<file path="config.mk">
export PLATFORM = sky130hd
export DESIGN_NAME = block_transposition_cipher_core
export DESIGN_NICKNAME = d
export VERILOG_FILES = /design/src/design/btc_pkg.sv /design/src/design/btc_front.sv /design/src/design/btc_queue.sv /design/src/design/btc_back.sv /design/src/design/block_transposition_cipher_core.sv
export SDC_FILE = /design/constraint.sdc
export NUM_CORES = 1
export LEC_CHECK = 0
export BUFFER_PORTS_ARGS = -buffer_cell sky130_fd_sc_hd__buf_2
export CORE_UTILIZATION = 45
export DETAILED_ROUTE_END_ITERATION = 10
export PLACE_DENSITY = 0.6
export RECOVER_POWER = 50
export SLEW_MARGIN = 10
export SYNTH_ARGS = -nofsm -noshare
export SYNTH_HDL_FRONTEND = slang
export SYNTH_SLANG_ARGS = --single-unit
</file>
<file path="constraint.sdc">
create_clock -name clk -period 8.71 [get_ports clk]
set_clock_uncertainty 0.2 [all_clocks]
set_input_delay 2.613 -clock clk [delete_from_list [all_inputs] [get_ports clk]]
set_output_delay 2.613 -clock clk [all_outputs]
set_load 0.01 [all_outputs]
</file>
<file path="src/design/btc_pkg.sv">
// ----------------------------------------------------------------------------
// Block transposition cipher package
// Shared constants, block descriptor and bank release types, and the
// block length clamp used by the core and its submodules.
// ----------------------------------------------------------------------------
`default_nettype none

package btc_pkg;

  // Largest block the buffers can hold, and the widths that follow from it.
  localparam int MaxBlock = 16;
  localparam int IDX_W    = $clog2(MaxBlock);
  localparam int CNT_W    = IDX_W + 1;
  localparam int BYTE_W   = 8;
  localparam int KEY_W    = 4;
  localparam int KEYS_W   = 64;

  // Padding byte, ASCII 'X'.
  localparam logic [BYTE_W-1:0] PAD_BYTE = 8'h58;

  // Configuration register indexes.
  localparam logic [1:0] REG_BLOCK_LENGTH = 2'd0;
  localparam logic [1:0] REG_KEY_WORD     = 2'd1;
  localparam logic [1:0] REG_DECRYPT_MODE = 2'd2;

  // Configuration reset values.
  localparam logic [4:0]        RST_BLOCK_LENGTH = 5'd4;
  localparam logic [KEYS_W-1:0] RST_KEY_WORD     = 64'hFEDC_BA98_7654_3210;
  localparam logic              RST_DECRYPT_MODE = 1'b0;

  // One collected block waiting to be emitted.
  typedef struct packed {
    logic             bank;     // buffer bank that holds the bytes
    logic [CNT_W-1:0] count;    // bytes actually received
    logic [CNT_W-1:0] len;      // effective block length at flush time
    logic             msg_end;  // block was flushed by the message end
  } blk_desc_t;

  // Back end hands a bank back to the front end.
  typedef struct packed {
    logic valid;
    logic bank;
  } bank_rel_t;

  // Clamp a raw block length to the range 1..MaxBlock.
  function automatic logic [CNT_W-1:0] eff_len(input logic [4:0] raw);
    logic [CNT_W-1:0] len;
    len = CNT_W'(raw);
    if (raw == 5'd0) begin
      len = CNT_W'(1);
    end else if (raw > 5'(MaxBlock)) begin
      len = CNT_W'(MaxBlock);
    end
    return len;
  endfunction

endpackage

`default_nettype wire

</file>
<file path="src/design/btc_front.sv">
// ----------------------------------------------------------------------------
// Block transposition cipher front end
// Collects message bytes into one of two buffer banks and posts a block
// descriptor when the block is full or the message ends.
// ----------------------------------------------------------------------------
`default_nettype none

module btc_front (
  input  wire logic                                 clk,
  input  wire logic                                 rst,
  input  wire logic                                 in_valid,
  output logic                                      in_ready,
  input  wire logic [btc_pkg::BYTE_W-1:0]           in_byte,
  input  wire logic                                 message_end,
  input  wire logic [btc_pkg::CNT_W-1:0]            cfg_len,
  output logic                                      push,
  output btc_pkg::blk_desc_t                        push_desc,
  input  wire btc_pkg::bank_rel_t                   rel,
  input  wire logic                                 rd_bank,
  input  wire logic [btc_pkg::IDX_W-1:0]            rd_idx,
  output logic [btc_pkg::BYTE_W-1:0]                rd_data
);
  import btc_pkg::*;

  logic [BYTE_W-1:0] banks [2][MaxBlock];
  logic [1:0]        busy;
  logic [1:0]        busy_next;
  logic              wr_bank;
  logic [CNT_W-1:0]  fill;
  logic [CNT_W-1:0]  fill_inc;
  logic              accept;
  logic              flush;

  assign in_ready = !busy[wr_bank];
  assign accept   = in_valid && in_ready;
  assign fill_inc = fill + CNT_W'(1);
  assign flush    = accept && ((fill_inc >= cfg_len) || message_end);

  assign push      = flush;
  assign push_desc = '{bank: wr_bank, count: fill_inc, len: cfg_len, msg_end: message_end};

  assign rd_data = banks[rd_bank][rd_idx];

  always_comb begin
    busy_next = busy;
    if (rel.valid) begin
      busy_next[rel.bank] = 1'b0;
    end
    if (flush) begin
      busy_next[wr_bank] = 1'b1;
    end
  end

  // The fill count never passes MaxBlock-1 before a write, so the low bits
  // address the bank directly.
  always_ff @(posedge clk) begin
    if (accept) begin
      banks[wr_bank][fill[IDX_W-1:0]] <= in_byte;
    end
  end

  always_ff @(posedge clk) begin
    if (rst) begin
      busy    <= '0;
      wr_bank <= 1'b0;
      fill    <= '0;
    end else begin
      busy <= busy_next;
      if (flush) begin
        wr_bank <= !wr_bank;
        fill    <= '0;
      end else if (accept) begin
        fill <= fill_inc;
      end
    end
  end

  // A bank being handed back cannot be the one just filled.
  a_no_release_on_fill: assert property (@(posedge clk) disable iff (rst)
    (flush && rel.valid) |-> (rel.bank != wr_bank))
    else $error("front: bank released while it is being filled");

endmodule

`default_nettype wire

</file>
<file path="src/design/btc_queue.sv">
// ----------------------------------------------------------------------------
// Block transposition cipher descriptor queue
// Two-entry queue of block descriptors between the front and back ends.
// ----------------------------------------------------------------------------
`default_nettype none

module btc_queue (
  input  wire logic               clk,
  input  wire logic               rst,
  input  wire logic               push,
  input  wire btc_pkg::blk_desc_t push_desc,
  input  wire logic               pop,
  output logic                    head_valid,
  output btc_pkg::blk_desc_t      head
);
  import btc_pkg::*;

  blk_desc_t  entries [2];
  logic       wr_ptr;
  logic       rd_ptr;
  logic [1:0] count;
  logic       full;

  assign head_valid = (count != 2'd0);
  assign full       = (count == 2'd2);
  assign head       = entries[rd_ptr];

  always_ff @(posedge clk) begin
    if (push) begin
      entries[wr_ptr] <= push_desc;
    end
  end

  always_ff @(posedge clk) begin
    if (rst) begin
      wr_ptr <= 1'b0;
      rd_ptr <= 1'b0;
      count  <= '0;
    end else begin
      if (push) begin
        wr_ptr <= !wr_ptr;
      end
      if (pop) begin
        rd_ptr <= !rd_ptr;
      end
      count <= count + 2'(push) - 2'(pop);
    end
  end

  // Two banks bound the outstanding blocks, so the queue never overflows.
  a_no_overflow: assert property (@(posedge clk) disable iff (rst)
    push |-> (!full || pop))
    else $error("queue: push while full");

  a_no_underflow: assert property (@(posedge clk) disable iff (rst)
    pop |-> head_valid)
    else $error("queue: pop while empty");

endmodule

`default_nettype wire

</file>
<file path="src/design/btc_back.sv">
// ----------------------------------------------------------------------------
// Block transposition cipher back end
// Walks the output positions of the head block, resolves each position to a
// source byte through the key, and loads the output register.
// ----------------------------------------------------------------------------
`default_nettype none

module btc_back (
  input  wire logic                          clk,
  input  wire logic                          rst,
  input  wire logic                          head_valid,
  input  wire btc_pkg::blk_desc_t            head,
  output logic                               pop,
  output btc_pkg::bank_rel_t                 rel,
  input  wire logic [btc_pkg::KEYS_W-1:0]    key_word,
  input  wire logic                          decrypt_mode,
  output logic                               rd_bank,
  output logic [btc_pkg::IDX_W-1:0]          rd_idx,
  input  wire logic [btc_pkg::BYTE_W-1:0]    rd_data,
  output logic                               out_valid,
  input  wire logic                          out_ready,
  output logic [btc_pkg::BYTE_W-1:0]         out_byte,
  output logic                               run_last,
  output logic                               message_last
);
  import btc_pkg::*;

  logic [IDX_W-1:0]  pos;
  logic [IDX_W-1:0]  src;
  logic              hit;
  logic              pad;
  logic              load;
  logic              last_pos;
  logic [KEY_W-1:0]  enc_key;
  logic [BYTE_W-1:0] byte_sel;

  assign enc_key = key_word[{pos, 2'b00} +: KEY_W];

  // Encrypt gathers: position pos takes byte key[pos]. Decrypt scatters:
  // position pos takes the byte of the highest entry that names it.
  always_comb begin
    hit = 1'b0;
    src = '0;
    if (!decrypt_mode) begin
      hit = (CNT_W'(enc_key) < head.len);
      src = IDX_W'(enc_key);
    end else begin
      for (int j = 0; j < MaxBlock; j++) begin
        if ((CNT_W'(j) < head.len) &&
            (key_word[j*KEY_W +: KEY_W] == KEY_W'(pos))) begin
          hit = 1'b1;
          src = IDX_W'(j);
        end
      end
    end
  end

  assign rd_bank  = head.bank;
  assign rd_idx   = src;
  assign pad      = !hit || (CNT_W'(src) >= head.count);
  assign byte_sel = pad ? PAD_BYTE : rd_data;

  assign load     = head_valid && (!out_valid || out_ready);
  assign last_pos = (CNT_W'(pos) == (head.len - CNT_W'(1)));
  assign pop      = load && last_pos;
  assign rel      = '{valid: pop, bank: head.bank};

  always_ff @(posedge clk) begin
    if (load) begin
      out_byte     <= byte_sel;
      run_last     <= last_pos;
      message_last <= last_pos && head.msg_end;
    end
  end

  always_ff @(posedge clk) begin
    if (rst) begin
      out_valid <= 1'b0;
      pos       <= '0;
    end else begin
      if (load) begin
        out_valid <= 1'b1;
        pos       <= last_pos ? '0 : pos + IDX_W'(1);
      end else if (out_ready) begin
        out_valid <= 1'b0;
      end
    end
  end

  a_pos_in_block: assert property (@(posedge clk) disable iff (rst)
    head_valid |-> (CNT_W'(pos) < head.len))
    else $error("back: output position beyond block length");

endmodule

`default_nettype wire

</file>
<file path="src/design/block_transposition_cipher_core.sv">
// ----------------------------------------------------------------------------
// Block transposition cipher core
// Collects message bytes into blocks and emits each block reordered by a
// 16-entry key permutation, gathering in encrypt mode and scattering in
// decrypt mode, with short final blocks padded by 'X'.
// ----------------------------------------------------------------------------
// Flow: the byte that completes a block posts its descriptor to the queue, and
//   the back end then loads the block's first byte into the output register once it is free.
// Throughput: one byte per cycle sustained while out_ready stays high; input
//   stalls only while both buffer banks are still held.
// Reset: rst clears all control state and loads the register reset values;
//   the byte buffers are not cleared, and no clearing pass is needed.
`default_nettype none

module block_transposition_cipher_core (
  input  wire logic         clk,
  input  wire logic         rst,
  // Input requests.
  input  wire logic         in_valid,
  output logic              in_ready,
  input  wire logic [7:0]   in_byte,
  input  wire logic         message_end,
  // Output requests.
  output logic              out_valid,
  input  wire logic         out_ready,
  output logic [7:0]        out_byte,
  output logic              run_last,
  output logic              message_last,
  // Configuration port.
  input  wire logic         psel,
  input  wire logic         penable,
  input  wire logic         pwrite,
  input  wire logic [4:0]   paddr,
  input  wire logic [63:0]  pwdata,
  output logic [63:0]       prdata,
  output logic              pready
);
  import btc_pkg::*;

  // Configuration registers. They change only while the core is idle, as the user must ensure;
  // the core does not enforce it. The front and back ends read them live.
  logic [4:0]        block_length;
  logic [KEYS_W-1:0] key_word;
  logic              decrypt_mode;
  logic              cfg_write;
  logic [1:0]        reg_idx;
  logic [CNT_W-1:0]  cfg_len;

  // Front to queue to back.
  logic              push;
  blk_desc_t         push_desc;
  logic              pop;
  logic              head_valid;
  blk_desc_t         head;
  bank_rel_t         rel;
  logic              rd_bank;
  logic [IDX_W-1:0]  rd_idx;
  logic [BYTE_W-1:0] rd_data;

  assign pready    = 1'b1;
  assign reg_idx   = paddr[4:3];
  assign cfg_write = psel && penable && pwrite && pready;
  assign cfg_len   = eff_len(block_length);

  // Registers sit on 8-byte boundaries because the key register is 64 bits.
  always_ff @(posedge clk) begin
    if (rst) begin
      block_length <= RST_BLOCK_LENGTH;
      key_word     <= RST_KEY_WORD;
      decrypt_mode <= RST_DECRYPT_MODE;
    end else if (cfg_write) begin
      unique case (reg_idx)
        REG_BLOCK_LENGTH: block_length <= pwdata[4:0];
        REG_KEY_WORD:     key_word     <= pwdata;
        REG_DECRYPT_MODE: decrypt_mode <= pwdata[0];
        default: ;
      endcase
    end
  end

  always_comb begin
    unique case (reg_idx)
      REG_BLOCK_LENGTH: prdata = {59'd0, block_length};
      REG_KEY_WORD:     prdata = key_word;
      REG_DECRYPT_MODE: prdata = {63'd0, decrypt_mode};
      default:          prdata = '0;
    endcase
  end

  // The front end fills one bank while the back end drains the other; block
  // descriptors pass through a two-entry queue so either side can stall.
  btc_front u_front (
    .clk         (clk),
    .rst         (rst),
    .in_valid    (in_valid),
    .in_ready    (in_ready),
    .in_byte     (in_byte),
    .message_end (message_end),
    .cfg_len     (cfg_len),
    .push        (push),
    .push_desc   (push_desc),
    .rel         (rel),
    .rd_bank     (rd_bank),
    .rd_idx      (rd_idx),
    .rd_data     (rd_data)
  );

  btc_queue u_queue (
    .clk        (clk),
    .rst        (rst),
    .push       (push),
    .push_desc  (push_desc),
    .pop        (pop),
    .head_valid (head_valid),
    .head       (head)
  );

  btc_back u_back (
    .clk          (clk),
    .rst          (rst),
    .head_valid   (head_valid),
    .head         (head),
    .pop          (pop),
    .rel          (rel),
    .key_word     (key_word),
    .decrypt_mode (decrypt_mode),
    .rd_bank      (rd_bank),
    .rd_idx       (rd_idx),
    .rd_data      (rd_data),
    .out_valid    (out_valid),
    .out_ready    (out_ready),
    .out_byte     (out_byte),
    .run_last     (run_last),
    .message_last (message_last)
  );

  // The end of a message always closes a block.
  a_msg_last_ends_block: assert property (@(posedge clk) disable iff (rst)
    (out_valid && message_last) |-> run_last)
    else $error("core: message end without block end");

endmodule

`default_nettype wire
</file>
---- Yosys cells after proc, flatten, opt, wreduce, memory -nomap -nowiden ----
Memory sizes are Yosys's and may differ from the RTL's. A register that Yosys moved wholly into a read port is not among the register bits.
Cells that the tools add are included.
operators by class
  add/subtract/negate cells ............... 5
  bitwise operators ....................... 5
  equal/unequal tests ..................... 19
  reduce and logical (&&, ||, !) cells .... 43
  muxes and demuxes ....................... 58
  order comparisons ....................... 27
  shift operators ......................... 1
operators by type and width
  kind                 number
  $pmux 64 s3          1
  $mux 128             1
  $eq 4x4->1           16
  $shiftx 64x7->4      1
  $lt 4x5->1 const A   8
  $mux 4               10
  $bmux 8 s4           1
  $demux 8 s4          1
  $mux 1               29
  $logic_and 1x1->1    26
  $mux 8               3
  $lt 3x5->1 const A   4
  $mux 3               4
  $ge 5x5->1 const B   2
  $lt 1x5->1 const A   2
  $lt 2x5->1 const A   2
  $mux 5               2
  $not 4->5            2
  $mux 2               4
  $logic_not 1->1      6
  $reduce_and 2->1     3
  $add 5x1->5 const B  1
  $eq 4x5->1           1
  $ge 4x5->1           1
  21 further kinds     27
word-level totals
  flip-flop bits (word level) ............. 97
  word-level logic and storage cells ...... 174
  output and inout bits ................... 77
  input port bits ......................... 85
  memories ................................ 2
  RAM bits ................................ 280
memories
  memory           depth  width  read ports  clocked after Yosys merged registers in  wr ports  RTL line         source
  u_front.banks    2      128    1           0                                        1         btc_front.sv:25  logic [BYTE_W-1:0] banks [2][MaxBlock];
  u_queue.entries  2      12     1           1                                        1         btc_queue.sv:18  blk_desc_t entries [2];

---- Depth between registers and ports, before layout ----
Gate-level depths: netlist (run 1).
  word-level depth ........................ 22
  depth in mapped cells ................... 21
  mapped depth without buffers ............ 18

---- Cells and area by module ----
A second synthesis (run 1) with hierarchy kept.
unflattened totals
  cell total of the unflattened synthesis .. 1304
  area total of the unflattened synthesis .. 17917.2 µm²
by module, submodules not included
  module                           cells an instance  area an instance (µm²)  seq. area each (µm²)  instances
  btc_front                        576                10566.4                 7847.5                1
  block_transposition_cipher_core  390                3559.7                  1401.3                1
  btc_back                         281                2673.8                  400.4                 1
  btc_queue                        57                 1117.3                  820.8                 1

---- Worst setup path before layout (run 1) ----
No wires, ideal clock.
  kind .................................... input to output
  start point ............................. in paddr[3]
  end point ............................... out prdata[12]
  stages on the path ...................... 5
  path buffers ............................ 3
  path slack .............................. 2.019 ns
  arrival ................................. 3.878 ns
  path through ............................ clkbuf_1 -> nor2b_1 -> clkbuf_1 -> clkbuf_1 -> and2_1
between the ends
  cells in the longest elaborated chain, start to end .. 2
RTL lines
  element                             RTL line                               source
  start: declaration                  block_transposition_cipher_core.sv:33  input wire logic [4:0] paddr,
  $eq 2x2->1 (tied with other cells)  block_transposition_cipher_core.sv:82  unique case (reg_idx)
  $pmux 64 s3 *                       block_transposition_cipher_core.sv:82
  end: declaration                    block_transposition_cipher_core.sv:35  output logic [63:0] prdata,
Every way passes the cells marked *; elsewhere a longest branch is shown, timed or not.

==> results of run 1 <==
worst paths after layout:
kind | startpoint | end | slack [ps] | cells after the start
max | register | u_back.out_byte[0]$_SDFFCE_PP0P_ | 1780 | 17
min | key_word[33]$_SDFFE_PP0P_ | key_word[33]$_SDFFE_PP0P_ | 310 | 2
max reg2reg | register | u_back.out_byte[0]$_SDFFCE_PP0P_ | 1780 | 17
min reg2reg | key_word[33]$_SDFFE_PP0P_ | key_word[33]$_SDFFE_PP0P_ | 310 | 2
power by group:
| group | total (mW) | switching (mW) | leakage [nW] | internal [mW] |
|---|---|---|---|---|
| logic | 0.400 | 0.241 | 3.54 | 0.160 |
| registers | 2.02 | 0.0428 | 3.34 | 1.98 |
| clock network | 1.80 | 0.711 | 0.667 | 1.09 |
| total | 4.22 | 0.994 | 7.55 | 3.23 |
layout make-up:
cell class	instances	area, um2
fillers	3411	18600
flip-flops and latches	378	10500
multi-input cells	1009	6580
clock buffers	49	1060
repair buffers	170	851
well taps	518	648
clock inverters	24	328
inverters	13	48.8
synth_stat cells, types with 15 or more instances:
master / n
and2_1: 63
xor2_1: 59
xnor2_1: 25
a311o_1: 15
o211ai_1: 18
nand3_1: 31
clkbuf_1: 49
and3_1: 19
a21oi_1: 57
mux2i_1: 77
nand3b_1: 37
mux4_2: 26
ha_1: 21
nand2_1: 305
edfxtp_1: 290
dfxtp_1: 88
buf_2: 21
nor2_1: 122
critical path, stage by stage, from the launching register on:
cell and delay [ps]:
dfxtp_1 300, clkbuf_1 1100, mux2i_1 770, a21oi_1 80
o21ai_0 480, nand2_1 140, a311oi_1 330, o32a_2 200
buf_4 660, ha_1 370, a21o_1 150, a21o_1 170
a21oi_1 150, o211ai_1 130, nor3b_1 270, nand3_1 530
a21oi_1 490, or4_1 220
cell usage in the layout (no fill, tap or decap), types with 5 or more instances in the layout:
cell | Yosys | routed
a21oi_1 | 57 | 57
a311o_1 | 15 | 15
and2_1 | 63 | 63
and3_1 | 19 | 19
buf_2 | 21 | 137
buf_4 | 7 | 11
bufinv_16 | 0 | 7
clkbuf_1 | 49 | 28
clkbuf_16 | 0 | 40
clkinv_1 | 0 | 6
dfxtp_1 | 88 | 86
edfxtp_1 | 290 | 290
ha_1 | 21 | 21
inv_1 | 12 | 12
mux2i_1 | 77 | 77
mux4_2 | 26 | 26
nand2_1 | 305 | 305
nand2b_1 | 8 | 8
nand3_1 | 31 | 31
nand3b_1 | 37 | 37
nand4_1 | 10 | 10
nor2_1 | 122 | 122
nor4_1 | 12 | 12
o211a_1 | 6 | 6
o211ai_1 | 18 | 18
o21ai_0 | 8 | 8
o21ai_1 | 5 | 5
o221ai_1 | 6 | 6
or4_1 | 5 | 5
xnor2_1 | 25 | 25
xor2_1 | 59 | 59
metal layers:
layer,up-vias,routed length [um],share of wire [%],GRT usage [%]
met5,-,0,0,0
met4,0,855,2.0,6.25
met3,56,2180,5.1,3.38
met2,311,19500,45,33.6
met1,5661,20400,47,32.0
li1,5584,-,-,-
sequential cells by signal, summed over array words and instances, names as in the netlist, named ones only:
register,count
u_back.run_last,1
u_queue.count,2
u_front.fill,5
u_queue.rd_ptr,1
u_back.message_last,1
u_queue.wr_ptr,1
u_queue.entries,24
decrypt_mode,1
block_length,5
u_back.out_valid,1
u_back.pos,4
u_front.busy,2
u_front.banks,256
key_word,64
u_back.out_byte,8
u_front.wr_bank,1
stage by stage:
stage / cells / power (mW)
2_1_floorplan: 1498 / 2.33
3_5_place_dp: 2088 / 2.47
3_3_place_gp: 2088 / 2.46
4_1_cts: 2161 / 4.26
6_report: 2161 / 4.22
5_1_grt: 2161 / 4.37
cell families after synthesis:
group	share of synthesized area [%]
buffers and inverters	3.17
AOI/OAI and AO/OA	6.19
adders and majority gates	1.49
xor gates and xnor gates	4.19
and+or+nand+nor	17.0
muxes	8.43
other	0.0213
DFF	59.6
==> results.md, run 1 <==
- Outcome: finished with violations
- Failing checks: max-capacitance violations, max-slew violations
- Root Driver: clkbuf_16
- Share of layout cells above drive strength 1: between 10% and 20%
- Distinct cells, synth: just under 70
- EDFF count, synth: 290
- CTS H-tree lvls: 2
- Post-synthesis cell area: 0.0176 mm2
- Critical path data arrival time: around 7200 ps
- Die ar.: approximately 0.040 mm2
- Rows: 72
- Worst setup margin: 1780 ps
- P&R area growth vs syn: 13.7%
- DR iter-0 viols: 864
- Via count: 11.6k
- Post-CTS Resized: 0
- Initial Utilization: 45.6%
- Overall die height: 200 um
- Worst Path Max Fanout: 57
- Post-synthesis sequential area ratio: about 60%
- Final period util: around 80%
- Post-Route WL: 42900 um
- Top_reg_cell synth: edfxtp_1
- Top cells by area, synth: edfxtp_1 50%, dfxtp_1 10%, nand2_1 6.5%, mux2i_1 4.4%, mux4_2 3.3%
- Post-CTS setup buffers: 0
- Detail Route Antenna Nets: 0
- Mean Syn Cell Area: between 10 and 15 um2
- Worst setup SP type: register
- Core area: 0.0386 mm2
- Final hold violations: 0
- WL/cell: roughly 20 um
- Antenna diodes: 0
- Largest net degree at the start of global routing: between 80 and 90
- DP Area: around 0.019 mm2
- GRT overflow: 0
- Die W: roughly 200 um
- MaxCap Viol Count: 6
- Detailed placement HPWL: approximately 28000 um
- Initial DRT Pass Iterations: 5
- DR vias/cell: about 5.4
- Max Slew Vio Count: between 200 and 250
- Hold Path Class: reg -> reg
- CTS Buffer Depth: 3
- Initial antenna violation count: 0
- Hold_buf cts: 0
- Total track usage: between 20% and 30%
- Hold Slack: roughly 310 ps
- Nets: 1718
- Fmax: 144 MHz
- Syn. warnings: 0
- Synth Instances: ~1.5k
- CTS tree: done
- Max VDD drop: 0.151 mV
- Port Buf Inserts: ~160
- Gp weighted congestion: 0.893
- Reg clk slew, reported paths: roughly 60 ps
- Clk_lat worst skew: 570 ps
- Io pins: approximately 160
- Post-route cell area: 0.0200 mm2
- Post-synth ARST share: 0%
- Syn Nets: between 1.5k and 2k
- Worst Path Required: 8930 ps
- Slew margin rel.: -123%
- Synth Register Bits: between 300 and 400
- Worst Setup End Kind: register
- First-pass GRT wire length: about 66000 um
- CTS buffer count: 40
- Dpl ws: ~2200 ps
- Vias in the first global route: 11.1k
- DR DRC count: 0
- Setup_tns: 0 ps
- Period minus WS final: 6930 ps
- Area leader, netlist: edfxtp_1
- Final Setup Violations: 0
- Worst slew pin tran: 3340 ps
- RSZ-0062 raised after global routing: false
- Final Util: about half
- Cell Pwr Density: ~210 mW/mm2
- Leak: roughly 7.5 nW
- Share of the synthesized area in the top cell type: between 40% and 50%
- TritonCTS Sinks: approximately 380
- WS Path Type: reg -> reg
Power figures use the tool's default switching activity.
==> inputs of run 2 (changes only) <==
PLACE_DENSITY = 0.63   (was 0.6)
clock period = 5.9 ns   (was 8.71 ns; I/O delays follow)
==> run 2 against run 1 <==
Effect of this change: the flow still finishes with violations (max-capacitance violations, max-slew violations); critical path depth down 1; power rose by 43%; utilization down 0.078 points; die area is the same; flip-flop and latch count is the same; clock-buffer cell count rose by 7; critical path type unchanged; largest cell class unchanged.
==> results.md, run 2 (same netlist as run 1, synthesis figures left out) <==
- Final Setup Violations: 0 (unchanged)
- Final hold violations: 0 (unchanged)
- Overall die height: 200 um (unchanged)
- CTS H-tree lvls: 2 (unchanged)
- Detailed placement HPWL: 27800 um (+1.2%)
- CTS tree: done
- Critical path's top delay family: simple AND/OR/NAND/NOR gates
- Vias in the first global route: 11.2k (+1.1%)
- Power Total: 6.04 mW (+43%)
- Commonest cells after routing, fill and taps aside: 305 x nand2_1, 290 x edfxtp_1, 135 x buf_2
- Max reg flops: 256 (unchanged)
- Initial DRT Pass Iterations: 5 (unchanged)
- Hold_buf cts: 0 (unchanged)
- Die W: 200 um (unchanged)
- Max Used Layer: met4
- WL met2: 19900 um (+2.0%)
- TritonCTS Sinks: 378 (unchanged)
- Share of layout cells above drive strength 1: 16.1% (-0.078 points)
- Die ar.: 0.0399 mm2 (unchanged)
- Final period util: 89.4% (+9.8 points)
- Met3 wire len: 2850 um (+31%)
- Root Driver: clkbuf_16
- MaxCap Viol Count: 8 (+2)
- Worst Path Required: 5990 ps (-2940 ps)
- Commonest non-fill, non-tap cell in the layout: nand2_1
- Outcome: finished with violations
- Worst Path Max Fanout: 15 (-74%)
- Slew margin rel.: -95.1% (+27 points)
- Period minus WS final: 5280 ps (-1660 ps)
- Initial antenna violation count: 0 (unchanged)
- First-pass GRT wire length: 65700 um (-0.46%)
- Largest net degree at the start of global routing: 94 (+15%)
- Critical path data arrival time: 5360 ps (-1790 ps)
- Post-Route WL: 43100 um (+0.49%)
- Io pins: 162 (unchanged)
- Total track usage: 21.8% (-0.12 points)
- Critical path's largest stage delay: 790 ps (-310 ps)
- RSZ-0062 raised after global routing: false
- CTS Buffer Depth: 3 (unchanged)
- Clk_lat worst skew: 570 ps (about the same)
- Cell Pwr Density: 303 mW/mm2 (+43%)
- Max VDD drop: 0.252 mV (+67%)
- Nets: 1727 (+0.52%)
- CTS buffer count: 40 (unchanged)
- Max Slew Vio Count: 230 (-3.4%)
- DR DRC count: 0 (unchanged)
- Post-CTS setup buffers: 0 (unchanged)
- Worst setup margin: 623 ps (-1150 ps)
- Final Non-Filler Cells: 2169 (+0.37%)
- Setup_tns: 0 ps (unchanged)
- Worst setup SP type: register
- Rows: 72 (unchanged)
- Antenna diodes: 0 (unchanged)
- Port Buf Inserts: 157 (unchanged)
- CP Cell Sequence: xor2_1 > nor4_1 > nand3_1 > and3_1 > a311oi_2 > nand2_1 > ha_1 > nand2b_1 > a21o_1 > a21o_1 > a21oi_1 > o211ai_1 > or2_1 > or2_2 > o32ai_1 > a21oi_1
- Failing checks: max-capacitance violations, max-slew violations
- Fmax: 190 MHz (+31%)
- Via count: 11.8k (+1.4%)
- Initial Utilization: 45.6% (unchanged)
- Crit-path slowest cell: dfxtp_1
- R2R Setup Slk: 620 ps (-1150 ps)
- Core area: 0.0386 mm2 (unchanged)
- DR vias/cell: 5.43 (+0.99%)
- Fillers: 3445 (+1.0%)
- GRT overflow: 0 (unchanged)
- Gp weighted congestion: 0.883 (-1.1%)
- P&R area growth vs syn: 13.5%
- WL/cell: 19.9 um (+0.11%)
- Leak: 7.56 nW (+0.12%)
- M1 wire length: 19500 um (-4.2%)
- Dpl ws: 674 ps (-1510 ps)
- Hold Path Class: reg -> reg
- Worst Setup End Kind: register
- Post-Place Cells: 2097 (+0.43%)
- Crit path buf inv count: 0 (-2)
- Post-CTS Resized: 0 (unchanged)
- Detail Route Antenna Nets: 0 (unchanged)
- WS Path Type: reg -> reg
- DR iter-0 viols: 849 (-1.7%)
- Reg clk slew, reported paths: 60 ps (about the same)
- Worst slew pin tran: 2930 ps (-412 ps)
==> run 2: cell count changes in the layout (fill, tap and decap cells not counted), moves of 4 or more <==
cell	previous run	this run
buf_4	11	18
bufinv_16	7	1
clkbuf_1	28	34
clkinvlp_4	4	0
==> run 2: path summary, 6_finish.rpt <==
| kind | end | cells after the start | startpoint |
|---|---|---|---|
| max | u_back.out_byte[3]$_SDFFCE_PP1P_ | 16 | u_back.pos[2]$_SDFFE_PP0P_ |
| min | u_back.out_valid$_SDFFE_PP0P_ | 2 | u_back.out_valid$_SDFFE_PP0P_ |
| max reg2reg | u_back.out_byte[3]$_SDFFCE_PP1P_ | 16 | u_back.pos[2]$_SDFFE_PP0P_ |
| min reg2reg | u_back.out_valid$_SDFFE_PP0P_ | 2 | u_back.out_valid$_SDFFE_PP0P_ |
==> run 2: area by class of cell <==
type                       instances  area (um2)  area share, %
multi-input combinational       1009        6580           32.9
tap                              518         648           3.25
clock inverter                    16         130          0.652
inverter                          13        48.8          0.244
sequential                       378       10500           52.5
timing repair buffer             179         941           4.71
clock buffer                      56        1140           5.73
==> run 2: report_power, final <==
| part | total, mW | switching [mW] | internal, mW |
|---|---|---|---|
| Combinational | 0.614 | 0.369 | 0.245 |
| Clock | 2.45 | 1.05 | 1.41 |
| Sequential | 2.98 | 0.0509 | 2.93 |
| Total | 6.04 | 1.47 | 4.58 |
==> run 2: worst min-delay path, cell delays in order, from the launching register on <==
cell and delay, ps:
dfxtp_1 300, nand2b_1 90, a21oi_1 60
==> run 2: per-layer routing <==
layer / up-vias / GRT usage [%]
met1: 5738 / 30.4
met4: 0 / 6.05
met3: 64 / 4.37
met2: 378 / 34.5
li1: 5590 / -
met5: - / 0
==> run 2: metrics by stage <==
| stage | area (um2) | utilization (%) | hold slack, ps |
|---|---|---|---|
| finish | 20000 | 51.8 | 306 |
| global route | 20000 | 51.8 | 338 |
| CTS | 20000 | 51.9 | 307 |
| detailed placement | 18700 | 48.6 | 293 |
| global placement | 18700 | 48.6 | 284 |
| floorplan | 17600 | - | 224 |
==> inputs of run 3 (changes only) <==
CORE_UTILIZATION = 29   (was 45)
PLACE_DENSITY = 0.43   (was 0.63)
==> run 3 against run 2 <==
Effect of this change: the run still ends with max-capacitance violations, max-slew violations left; setup slack worse by 17 ps; sequential power hardly changed; die area is 55% higher; via count is 0.28% lower; non-clock buffer count is 7 higher; critical path type unchanged; largest cell class unchanged; largest power group unchanged.
==> results.md, run 3 (same netlist as run 1, synthesis figures left out) <==
- Nets: 1739 (+0.69%)
- Overall die height: 248 um (+24%)
- Power Total: 6.16 mW (+2.0%)
- Post-Route WL: 50400 um (+17%)
- Largest net degree at the start of global routing: 73 (-22%)
- Initial antenna violation count: 0 (unchanged)
- Clk_lat worst skew: 600 ps (+30 ps)
- DR DRC count: 0 (unchanged)
- CTS tree: done
- Worst Path Required: 6020 ps (+30 ps)
- Post-CTS setup buffers: 0 (unchanged)
- Final period util: 89.7% (+0.29 points)
- Io pins: 162 (unchanged)
- Slew margin rel.: -102% (-7.2 points)
- Setup_tns: 0 ps (unchanged)
- Critical path's top delay family: simple AND/OR/NAND/NOR gates
- Gp weighted congestion: 0.833 (-5.7%)
- CTS buffer count: 45 (+13%)
- Final Non-Filler Cells: 2440 (+12%)
- Met3 usage: 2.38% (-2.0 points)
- Period minus WS final: 5290 ps (+17.2 ps)
- Final Setup Violations: 0 (unchanged)
- Leak: 7.60 nW (+0.63%)
- DR vias/cell: 4.81 (-11%)
- Max VDD drop: 0.190 mV (-24%)
- Via count: 11.7k (-0.28%)
- Worst slew pin tran: 3030 ps (+109 ps)
- Antenna diodes: 0 (unchanged)
- Grt met2 use: 25.2% (-9.2 points)
- CTS H-tree lvls: 2 (unchanged)
- Share of layout cells above drive strength 1: 16.3% (+0.15 points)
- Critical path's largest stage delay: 680 ps (-110 ps)
- Post-Place Cells: 2359 (+12%)
- Grt met1 use: 23.4% (-7.0 points)
- Final hold violations: 0 (unchanged)
- Register area: 0.0105 mm2 (unchanged)
- Initial DRT Pass Iterations: 5 (unchanged)
- Commonest non-fill, non-tap cell in the layout: nand2_1
- Critical path data arrival time: 5410 ps (+50 ps)
- WS Path Type: reg -> reg
- Outcome: finished with violations
- Crit-path slowest cell: dfxtp_2
- Port Buf Inserts: 157 (unchanged)
- Multi-input gate area: 0.00658 mm2 (about the same)
- Fillers: 6003 (+74%)
- Reg clk slew, reported paths: 60 ps (about the same)
- Worst Path Max Fanout: 18 (+3)
- Die ar.: 0.0616 mm2 (+55%)
- Die W: 248 um (+24%)
- P&R area growth vs syn: 16.0%
- Worst setup SP type: register
- RSZ-0062 raised after global routing: false
- Cell Pwr Density: 302 mW/mm2 (-0.21%)
- DR iter-0 viols: 729 (-14%)
- WL/cell: 20.6 um (+4.0%)
- First-pass GRT wire length: 74500 um (+13%)
- Rows: 89 (+24%)
- Most Crowded Layer GR: met2
- Commonest cells after routing, fill and taps aside: 305 x nand2_1, 290 x edfxtp_1, 134 x buf_2
- CP Cell Sequence: xor2_1 > nor4_1 > nand3_1 > and3_1 > a311oi_2 > nand2_1 > ha_1 > nand2b_1 > a21o_1 > a21o_1 > a21oi_1 > o211ai_1 > or2_1 > or2_2 > o32ai_1 > a21oi_1
- Detail Route Antenna Nets: 0 (unchanged)
- Vias in the first global route: 11.3k (+1.3%)
- Fmax: 189 MHz (-0.32%)
- Max reg flops: 256 (unchanged)
- Core area: 0.0595 mm2 (+54%)
- MaxCap Viol Count: 8 (unchanged)
- Hold_buf cts: 0 (unchanged)
- Detailed placement HPWL: 32700 um (+18%)
- Initial Utilization: 29.6% (-16 points)
- Max Slew Vio Count: 323 (+40%)
- Crit path buf inv count: 0 (unchanged)
- Failing checks: max-capacitance violations, max-slew violations
- GRT overflow: 0 (unchanged)
- Worst Setup End Kind: register
- TritonCTS Sinks: 378 (unchanged)
- Hold Path Class: reg -> reg
- CTS Buffer Depth: 3 (unchanged)
- Post-CTS Resized: 0 (unchanged)
- Root Driver: clkbuf_16
- Total track usage: 16.3% (-5.5 points)
-- run 3: cell types whose count changed in the layout (fill, tap and decap cells not counted), moves of 3 or more --
| cell | change |
|---|---|
| clkbuf_1 | +9 |
| buf_4 | +4 |
| clkbuf_8 | -4 |
| clkbuf_16 | +3 |
| clkinv_1 | +3 |
-- run 3: per-stage QoR --
stage / hold WS (ps) / worst slack, ps / util (%) / area [um2]
after floorplan: 224 / 895 / - / 17600
after global placement: 285 / 605 / 32.1 / 19100
after detailed placement: 298 / 601 / 32.1 / 19100
after CTS: 312 / 574 / 34.4 / 20400
after global routing: 341 / 203 / 34.3 / 20400
final: 301 / 606 / 34.3 / 20400
-- run 3: cell type report --
type	instances	share of cell area, %
flip-flops and latches	378	51.3
repair buffers	186	4.89
clock buffers	61	5.82
clock inverters	20	0.712
well taps	773	4.74
multi-input cells	1009	32.3
inverters	13	0.239
-- run 3: final timing paths --
| path | start | to | slack, ps | cells past startpoint |
|---|---|---|---|---|
| max | u_back.pos[0]$_SDFFE_PP0P_ | u_back.out_byte[4]$_SDFFCE_PP1P_ | 610 | 16 |
| min | u_front.busy[0]$_SDFF_PP0_ | u_front.busy[0]$_SDFF_PP0_ | 300 | 2 |
| min reg2reg | u_front.busy[0]$_SDFF_PP0_ | u_front.busy[0]$_SDFF_PP0_ | 300 | 2 |
| max reg2reg | u_back.pos[0]$_SDFFE_PP0P_ | u_back.out_byte[4]$_SDFFCE_PP1P_ | 610 | 16 |
-- run 3: routing by layer --
| layer | up-vias | share of wire, % |
|---|---|---|
| met1 | 5754 | 48 |
| met3 | 66 | 4.6 |
| met4 | 0 | 2.1 |
| met5 | - | 0 |
| li1 | 5616 | - |
| met2 | 301 | 45 |
-- run 3: tightest hold or removal path: stages (launching register included) --
cell and delay (ps):
dfxtp_1 320, a22oi_1 60, nor2_1 80
-- run 3: power breakdown --
part / switching, mW / internal [mW]
sequential: 0.0507 / 2.93
combinational: 0.392 / 0.250
clock: 1.12 / 1.42
total: 1.57 / 4.60
